[src/rtl/kcl_pkg.sv]
package kcl_pkg;

    localparam int FIFO_DEPTH  = 16;
    localparam int CODE_LENGTH = 4;

    localparam int PTR_W  = $clog2(FIFO_DEPTH);
    localparam int WIN_W  = CODE_LENGTH * 8;
    localparam int CNT_W  = $clog2(CODE_LENGTH + 1);
    localparam int CODE_W = 32;

    localparam logic [CODE_W-1:0] CODE_RESET = 32'h4142_4344;

    typedef logic [7:0] t_char;
    typedef logic [2:0] t_status;

    localparam t_status ST_STORED  = 3'd0;
    localparam t_status ST_FULL    = 3'd1;
    localparam t_status ST_NO_COL  = 3'd2;
    localparam t_status ST_EMPTY   = 3'd3;
    localparam t_status ST_TAKEN   = 3'd4;
    localparam t_status ST_WRONG   = 3'd5;
    localparam t_status ST_CORRECT = 3'd6;

    // keypad legend, index {row, col}
    localparam t_char KEYMAP [16] = '{
        8'h31, 8'h32, 8'h33, 8'h41,
        8'h34, 8'h35, 8'h36, 8'h42,
        8'h37, 8'h38, 8'h39, 8'h43,
        8'h2A, 8'h30, 8'h23, 8'h44
    };

    // packed so that status lands in the lowest bits
    typedef struct packed {
        logic [3:0] fifo_level;
        logic [2:0] chars_entered;
        logic       lock_bit;
        t_char      key_char;
        t_status    status;
    } t_result;

    typedef struct packed {
        logic             we;
        logic [PTR_W-1:0] waddr;
        t_char            wdata;
        logic             re;
        logic [PTR_W-1:0] raddr;
    } t_ram_req;

    function automatic logic [PTR_W-1:0] ptr_inc(input logic [PTR_W-1:0] p);
        logic [PTR_W-1:0] r;
        if (p == PTR_W'(FIFO_DEPTH - 1)) begin
            r = '0;
        end else begin
            r = p + 1'b1;
        end
        return r;
    endfunction

    function automatic logic [PTR_W-1:0] fifo_fill(input logic [PTR_W-1:0] w,
                                                  input logic [PTR_W-1:0] r);
        logic [PTR_W:0] sum;
        if (w >= r) begin
            sum = {1'b0, w} - {1'b0, r};
        end else begin
            sum = {1'b0, w} + (PTR_W+1)'(FIFO_DEPTH) - {1'b0, r};
        end
        return sum[PTR_W-1:0];
    endfunction

endpackage

[src/rtl/kcl_ram.sv]
module kcl_ram #(
    parameter int DEPTH  = 16,
    parameter int WIDTH  = 8,
    parameter int ADDR_W = $clog2(DEPTH)
) (
    input  logic              i_clk,
    input  logic              i_we,
    input  logic [ADDR_W-1:0] i_waddr,
    input  logic [WIDTH-1:0]  i_wdata,
    input  logic              i_re,
    input  logic [ADDR_W-1:0] i_raddr,
    output logic [WIDTH-1:0]  o_rdata
);

    logic [WIDTH-1:0] r_mem [DEPTH];
    logic [WIDTH-1:0] r_rdata;

    always_ff @(posedge i_clk) begin
        if (i_we) begin
            r_mem[i_waddr] <= i_wdata;
        end
        if (i_re) begin
            r_rdata <= r_mem[i_raddr];
        end
    end

    assign o_rdata = r_rdata;

endmodule

[src/rtl/kcl_ctrl.sv]
module kcl_ctrl (
    input  logic                            i_clk,
    input  logic                            i_rst_n,
    input  logic                            i_cfg_we,
    input  logic [kcl_pkg::CODE_W-1:0]      i_cfg_wdata,
    input  logic                            i_in_valid,
    output logic                            o_in_ready,
    input  logic                            i_func,
    input  logic [1:0]                      i_row,
    input  logic [1:0]                      i_col,
    input  logic                            i_col_found,
    output kcl_pkg::t_ram_req               o_ram_req,
    input  kcl_pkg::t_char                  i_ram_rdata,
    output logic                            o_res_valid,
    output kcl_pkg::t_result                o_res,
    input  logic                            i_res_pop
);

    typedef enum logic {
        S_IDLE,
        S_READ
    } t_state;

    t_state                          r_state, n_state;
    logic [kcl_pkg::PTR_W-1:0]       r_rptr, n_rptr;
    logic [kcl_pkg::PTR_W-1:0]       r_wptr, n_wptr;
    logic [kcl_pkg::WIN_W-1:0]       r_win, n_win;
    logic [kcl_pkg::CNT_W-1:0]       r_cnt, n_cnt;
    logic                            r_lock, n_lock;
    logic [kcl_pkg::CODE_W-1:0]      r_code;
    logic                            r_res_vld, n_res_vld;
    kcl_pkg::t_result                r_res, n_res;

    logic                            accept;
    logic [kcl_pkg::PTR_W-1:0]       level;
    logic [kcl_pkg::CNT_W:0]         cnt_inc;
    logic [63:0]                     code_ext;

    assign o_in_ready = (r_state == S_IDLE) && !r_res_vld;
    assign accept     = i_in_valid && o_in_ready;
    assign level      = kcl_pkg::fifo_fill(r_wptr, r_rptr);
    assign cnt_inc    = {1'b0, r_cnt} + 1'b1;
    assign code_ext   = 64'(r_code);

    always_comb begin
        n_state    = r_state;
        n_rptr     = r_rptr;
        n_wptr     = r_wptr;
        n_win      = r_win;
        n_cnt      = r_cnt;
        n_lock     = r_lock;
        n_res_vld  = r_res_vld && !i_res_pop;
        n_res      = r_res;
        o_ram_req  = '0;

        case (r_state)
            S_IDLE: begin
                if (accept) begin
                    n_res.key_char = '0;
                    if (!i_func) begin
                        n_res_vld = 1'b1;
                        if (!i_col_found) begin
                            n_res.status = kcl_pkg::ST_NO_COL;
                        end else if (level == kcl_pkg::PTR_W'(kcl_pkg::FIFO_DEPTH - 1)) begin
                            n_res.status = kcl_pkg::ST_FULL;
                        end else begin
                            o_ram_req.we    = 1'b1;
                            o_ram_req.waddr = r_wptr;
                            o_ram_req.wdata = kcl_pkg::KEYMAP[{i_row, i_col}];
                            n_wptr          = kcl_pkg::ptr_inc(r_wptr);
                            n_res.status    = kcl_pkg::ST_STORED;
                            n_res.key_char  = kcl_pkg::KEYMAP[{i_row, i_col}];
                        end
                    end else if (level == '0) begin
                        n_res_vld    = 1'b1;
                        n_res.status = kcl_pkg::ST_EMPTY;
                    end else begin
                        // fetch the oldest character; finish next cycle
                        o_ram_req.re    = 1'b1;
                        o_ram_req.raddr = r_rptr;
                        n_rptr          = kcl_pkg::ptr_inc(r_rptr);
                        n_state         = S_READ;
                    end
                    n_res.lock_bit      = r_lock;
                    n_res.chars_entered = 3'(r_cnt);
                    n_res.fifo_level    = 4'(kcl_pkg::fifo_fill(n_wptr, n_rptr));
                end
            end
            S_READ: begin
                n_win          = kcl_pkg::WIN_W'({r_win, i_ram_rdata});
                n_res.key_char = i_ram_rdata;
                n_res.status   = kcl_pkg::ST_TAKEN;
                n_cnt          = cnt_inc[kcl_pkg::CNT_W-1:0];
                if (cnt_inc == (kcl_pkg::CNT_W+1)'(kcl_pkg::CODE_LENGTH)) begin
                    n_cnt = '0;
                    if (n_win == code_ext[kcl_pkg::WIN_W-1:0]) begin
                        n_lock       = 1'b0;
                        n_res.status = kcl_pkg::ST_CORRECT;
                    end else begin
                        n_lock       = 1'b1;
                        n_res.status = kcl_pkg::ST_WRONG;
                    end
                end
                n_res.lock_bit      = n_lock;
                n_res.chars_entered = 3'(n_cnt);
                n_res.fifo_level    = 4'(level);
                n_res_vld           = 1'b1;
                n_state             = S_IDLE;
            end
            default: begin
                n_state = S_IDLE;
            end
        endcase
    end

    always_ff @(posedge i_clk) begin
        if (!i_rst_n) begin
            r_state   <= S_IDLE;
            r_rptr    <= '0;
            r_wptr    <= '0;
            r_win     <= '0;
            r_cnt     <= '0;
            r_lock    <= 1'b1;
            r_code    <= kcl_pkg::CODE_RESET;
            r_res_vld <= 1'b0;
        end else begin
            r_state   <= n_state;
            r_rptr    <= n_rptr;
            r_wptr    <= n_wptr;
            r_win     <= n_win;
            r_cnt     <= n_cnt;
            r_lock    <= n_lock;
            r_res_vld <= n_res_vld;
            if (i_cfg_we) begin
                r_code <= i_cfg_wdata;
            end
        end
        r_res <= n_res;
    end

    assign o_res_valid = r_res_vld;
    assign o_res       = r_res;

endmodule

[src/rtl/keypad_combination_lock_top.sv]
// channel   dir  handshake                      payload
// s_axis    in   s_axis_tvalid / s_axis_tready  tdata: row, col, col_found; tuser: func
// m_axis    out  m_axis_tvalid / m_axis_tready  tdata: status, key_char, lock_bit,
//                                                      chars_entered, fifo_level
// cfg       in   i_cfg_we                       i_cfg_wdata: code_word
//
// A key press is decided in the controller's idle state; a check step also passes through a
// read state for the registered read of the key FIFO memory. Each result goes to the result
// register, then to the output register that offers it; input is not ready while one waits.
// Reset is synchronous, active low; the FIFO memory needs no clearing pass.
// The output register holds a finished beat while the next input beat is taken;
// a second finished beat waits in the controller and input stalls until it moves.
module keypad_combination_lock_top (
    input  logic        i_clk,
    input  logic        i_rst_n,
    input  logic        i_cfg_we,
    input  logic [31:0] i_cfg_wdata,
    input  logic        s_axis_tvalid,
    output logic        s_axis_tready,
    input  logic [7:0]  s_axis_tdata,   // [1:0] row, [3:2] col, [4] col_found, [7:5] zero
    input  logic        s_axis_tuser,   // [0] func
    output logic        m_axis_tvalid,
    input  logic        m_axis_tready,
    output logic [23:0] m_axis_tdata    // [2:0] status, [10:3] key_char, [11] lock_bit,
                                        // [14:12] chars_entered, [18:15] fifo_level
);

    kcl_pkg::t_ram_req ram_req;
    kcl_pkg::t_char    ram_rdata;
    kcl_pkg::t_result  res;
    logic              res_valid;
    logic              res_pop;
    kcl_pkg::t_result  r_out;
    logic              r_out_vld;

    kcl_ctrl u_ctrl (
        .i_clk       (i_clk),
        .i_rst_n     (i_rst_n),
        .i_cfg_we    (i_cfg_we),
        .i_cfg_wdata (i_cfg_wdata),
        .i_in_valid  (s_axis_tvalid),
        .o_in_ready  (s_axis_tready),
        .i_func      (s_axis_tuser),
        .i_row       (s_axis_tdata[1:0]),
        .i_col       (s_axis_tdata[3:2]),
        .i_col_found (s_axis_tdata[4]),
        .o_ram_req   (ram_req),
        .i_ram_rdata (ram_rdata),
        .o_res_valid (res_valid),
        .o_res       (res),
        .i_res_pop   (res_pop)
    );

    kcl_ram #(
        .DEPTH  (kcl_pkg::FIFO_DEPTH),
        .WIDTH  (8),
        .ADDR_W (kcl_pkg::PTR_W)
    ) u_fifo_ram (
        .i_clk   (i_clk),
        .i_we    (ram_req.we),
        .i_waddr (ram_req.waddr),
        .i_wdata (ram_req.wdata),
        .i_re    (ram_req.re),
        .i_raddr (ram_req.raddr),
        .o_rdata (ram_rdata)
    );

    // load the output register when it is empty or being drained
    assign res_pop = res_valid && (!r_out_vld || m_axis_tready);

    always_ff @(posedge i_clk) begin
        if (!i_rst_n) begin
            r_out_vld <= 1'b0;
        end else if (res_pop) begin
            r_out_vld <= 1'b1;
        end else if (m_axis_tready) begin
            r_out_vld <= 1'b0;
        end
        if (res_pop) begin
            r_out <= res;
        end
    end

    assign m_axis_tvalid = r_out_vld;
    assign m_axis_tdata  = {5'b0, r_out};

endmodule
[config.mk]
export PLATFORM = sky130hd
export DESIGN_NAME = keypad_combination_lock_top
export DESIGN_NICKNAME = d
export VERILOG_FILES = /design/src/rtl/kcl_pkg.sv /design/src/rtl/kcl_ram.sv /design/src/rtl/kcl_ctrl.sv /design/src/rtl/keypad_combination_lock_top.sv
export SDC_FILE = /design/constraint.sdc
export NUM_CORES = 1
export LEC_CHECK = 0
export BUFFER_PORTS_ARGS = -buffer_cell sky130_fd_sc_hd__buf_2
export CORE_MARGIN = 5
export CORE_UTILIZATION = 40
export CTS_BUF_LIST = sky130_fd_sc_hd__clkbuf_8 sky130_fd_sc_hd__clkbuf_16
export DETAILED_ROUTE_END_ITERATION = 6
export GPL_TIMING_DRIVEN = 1
export PLACE_DENSITY = 0.69
export SYNTH_ARGS = -nofsm -noshare
export SYNTH_HDL_FRONTEND = slang
export SYNTH_SLANG_ARGS = --single-unit
[constraint.sdc]
create_clock -name i_clk -period 8.1 [get_ports i_clk]
set_clock_uncertainty 0.1 [all_clocks]
set_input_delay 0.81 -clock i_clk [delete_from_list [all_inputs] [get_ports i_clk]]
set_output_delay 0.81 -clock i_clk [all_outputs]
set_load 0.03 [all_outputs]
==> impl_metrics.csv <==
group,metric,value,unit
outcome,outcome,"finished, final reports clean",
finish,multi_input_area,3680,um^2
drt,dr.pass1.iters,5,
synth,synth-async-reset-ratio,0,%
timing,rsz0062_at_grt,"no",
min_path,whs_endpoint,"m_axis_tdata[17]",
timing,fin_crit,5.71,ns
timing,setup_violations,0,
setup_path,r2r_start,"u_ctrl.r_rptr[1]",
global_route,grt_usage,14.6,%
setup_path,worstPathArrival,5.72,ns
timing,max_freq,175,MHz
floorplan,io_pins,72,
clock_network,cts_root_buffer,"clkbuf_16",
drt,dr.first_iter.drc_count,501,
global_route,grt_max_degree,69,
setup_path,worstSetupStartpointType,"flip-flop",
finish,fin_cells,1143,
clock_network,cts_num_sinks,223,
synth,synth_area_leader_cell,"edfxtp_1",
floorplan,core_area,24300,um^2
floorplan,die_h,167,um
floorplan,die-area,28000,um^2
setup_path,r2r_end,"u_fifo_ram.r_mem[1][1]",
synth,ys_ff_latch,223,
synth,synth_top_cell_area_share,47.0,%
placed_design,portBuffers,62,
placed_design,routabilityCongestion,0.825,
floorplan,start_util,40.7,%
drt,detail-route-antenna-nets,0,
setup_path,end_kind,"flip-flop",
setup_path,rrSetupSlack,2.39,ns
drt,vias_per_cell,5.23,
global_route,antenna_found_initial,0,
synth,ys_seq_area_share,60.8,%
drt,num_vias,5974,
floorplan,die_w,167,um
finish,area_delta_synth_final,13.6,%
clock_network,holdBufCountCts,0,
clock_network,clk-insertion-delay-late,0.50,ns
clock_network,clk_path_buf_depth,3,
finish,drive_above_1_share,17.3,%
drt,wl_per_cell,18.3,um
synth,synth_flop_cell,"edfxtp_1",
power_and_ir_drop,powerDensity,233,nW/um^2
timing,worst_pin_slew,1.32,ns
timing,fin_crit_sh,70.4,%
global_route,grt_pass1_wl,32.8,mm
floorplan,num_rows,57,
synth,syn_avg_cell_area,13.3,um^2
drt,drc,0,
drt,drt_wl_total,20.9,mm
clock_network,cts_tree,"built",
min_path,holdCritPathClass,"flip-flop to flip-flop",
synth,ys.warnings.count,0,
power_and_ir_drop,max-vdd-ir-drop,0.000180,V
placed_design,dp_cells,1102,
global_route,grt-ovfl-total,0,
timing,drv_slew,0,
timing,maxSlewHeadroom,11.2,%
synth,synthTopCellsByArea,"edfxtp_1, dfxtp_1, mux2i_1, nor2b_1, xnor2_1",
finish,fillers,2194,
synth,synth_area,9900,um^2
setup_path,cp_max_fo,19,
flow_run,maxCapViolCount,0,
finish,layout.nets,866,
min_path,holdPathStages,0,
synth,ys_types,68,
timing,finalSetupTns,0,ns
setup_path,worst-setup-path-type,"flip-flop to flip-flop",
clock_network,clkSlewWorstSetupHoldPaths,0.06,ns
timing,finalHoldViolations,0,
min_path,hold_start,"u_ctrl.o_res[17]",
placed_design,hpwl,14.0,mm
clock_network,cts_setup_buffers,0,
synth,synth-edff-count,155,
synth,syn_inst,742,
finish,diodes,0,
power_and_ir_drop,p_leak,4.08,nW
clock_network,cts_made_buffers,23,
clock_network,htreeDepth,1,
setup_path,rr_worst_depth,8,
global_route,grt_pass1_vias,5834,
setup_path,worstPathRequired,8.11,ns
finish,ff_latch_area,6020,um^2
clock_network,post_cts_resized,0,
## report_power, final
group / internal [mW] / switching [mW]
Sequential: 1.28 / 0.0296
Combinational: 0.123 / 0.198
Clock: 0.572 / 0.408
Total: 1.98 / 0.636
## layout make-up
| type | count | share of cell area, % |
|---|---|---|
| inverters | 11 | 0.367 |
| clock inverters | 15 | 0.790 |
| multi-input cells | 470 | 32.7 |
| flip-flops and latches | 223 | 53.5 |
| well taps | 324 | 3.60 |
| clock buffers | 26 | 5.49 |
| repair buffers | 74 | 3.56 |
## cell families (layout without fill, tap and decap cells)
logic type / after synthesis / in the layout / synth area share, %
buf+inv: 54 / 126 / 2.55
xor+xnor: 40 / 40 / 3.61
simple gates: 197 / 197 / 11.0
other cells: 1 / 6 / 0.0379
fa+ha+maj: 17 / 17 / 2.22
flops: 223 / 223 / 60.8
compound gates: 99 / 99 / 7.03
mux: 111 / 111 / 12.8
## synth_stat cells (11+ instances only)
master and instances:
edfxtp_1 155, nand2_1 37, nor2b_1 49, mux2i_1 87, xor2_1 13, a21oi_1 18
dfxtp_1 68, clkbuf_1 23, nand2b_1 11, xnor2_1 26, nor2_1 34, ha_1 16
o21ai_0 19
## layer usage
layer	wire, um	track usage [%]
met1	9220	20.2
met2	9950	23.8
met3	1240	2.59
met4	455	3.81
met5	0	0
## critical path, stage by stage (launching register included)
cell and delay, ns:
dfxtp_1 0.90, clkinv_1 0.67, fa_1 0.76, nor4bb_1 0.19
o221ai_1 0.19, nand4_1 0.35, nand2b_1 0.65, or3_1 0.56
nor3_1 0.95
## worst max-delay path by stage
stage	cells after the start	endpoint	slack [ns]	start
5_1_grt	9	u_fifo_ram.r_mem[8][0]	2.00	u_ctrl.r_rptr[1]
3_3_place_gp	14	u_ctrl.o_res[18]	2.57	u_ctrl.r_rptr[1]
6_report	8	u_fifo_ram.r_mem[1][1]	2.39	u_ctrl.r_rptr[1]
3_5_place_dp	9	u_fifo_ram.r_mem[8][2]	2.50	u_ctrl.r_rptr[1]
4_1_cts	9	u_fifo_ram.r_mem[8][0]	2.50	u_ctrl.r_rptr[1]
2_1_floorplan	16	u_ctrl.o_res[18]	3.88	u_ctrl.r_wptr[0]
## sequential cells by signal, summed over array words and instances (netlist names), 3 cells and up
signal              flops
m_axis_tdata           18
u_ctrl.o_res           18
u_ctrl.r_cnt            3
u_ctrl.r_code          32
u_ctrl.r_rptr           4
u_ctrl.r_win           21
u_ctrl.r_wptr           4
u_fifo_ram.o_rdata      7
u_fifo_ram.r_mem      112
## layout by cell type (no fill, tap or decap), types with 12 or more instances in the layout
cell | Yosys | routed
a21oi_1 | 18 | 18
buf_2 | 7 | 62
buf_4 | 9 | 12
clkbuf_16 | 0 | 23
dfxtp_1 | 68 | 67
edfxtp_1 | 155 | 155
ha_1 | 16 | 16
inv_1 | 9 | 15
mux2i_1 | 87 | 87
nand2_1 | 37 | 37
nor2_1 | 34 | 34
nor2b_1 | 49 | 49
o21ai_0 | 19 | 19
xnor2_1 | 26 | 26
xor2_1 | 13 | 13
## stage by stage
| step | power, mW | util, % | area (um^2) | worst slack [ns] | hold slack (ns) |
|---|---|---|---|---|---|
| after floorplan | 1.57 | - | 9920 | 3.88 | 0.300 |
| after global placement | 1.65 | 43.3 | 10500 | 2.57 | 0.301 |
| after detailed placement | 1.66 | 43.3 | 10500 | 2.50 | 0.305 |
| after CTS | 2.64 | 46.2 | 11200 | 2.50 | 0.319 |
| after global routing | 2.72 | 46.2 | 11200 | 2.00 | 0.327 |
| final | 2.62 | 46.2 | 11200 | 2.39 | 0.318 |
(Power assumes the default switching activity.)
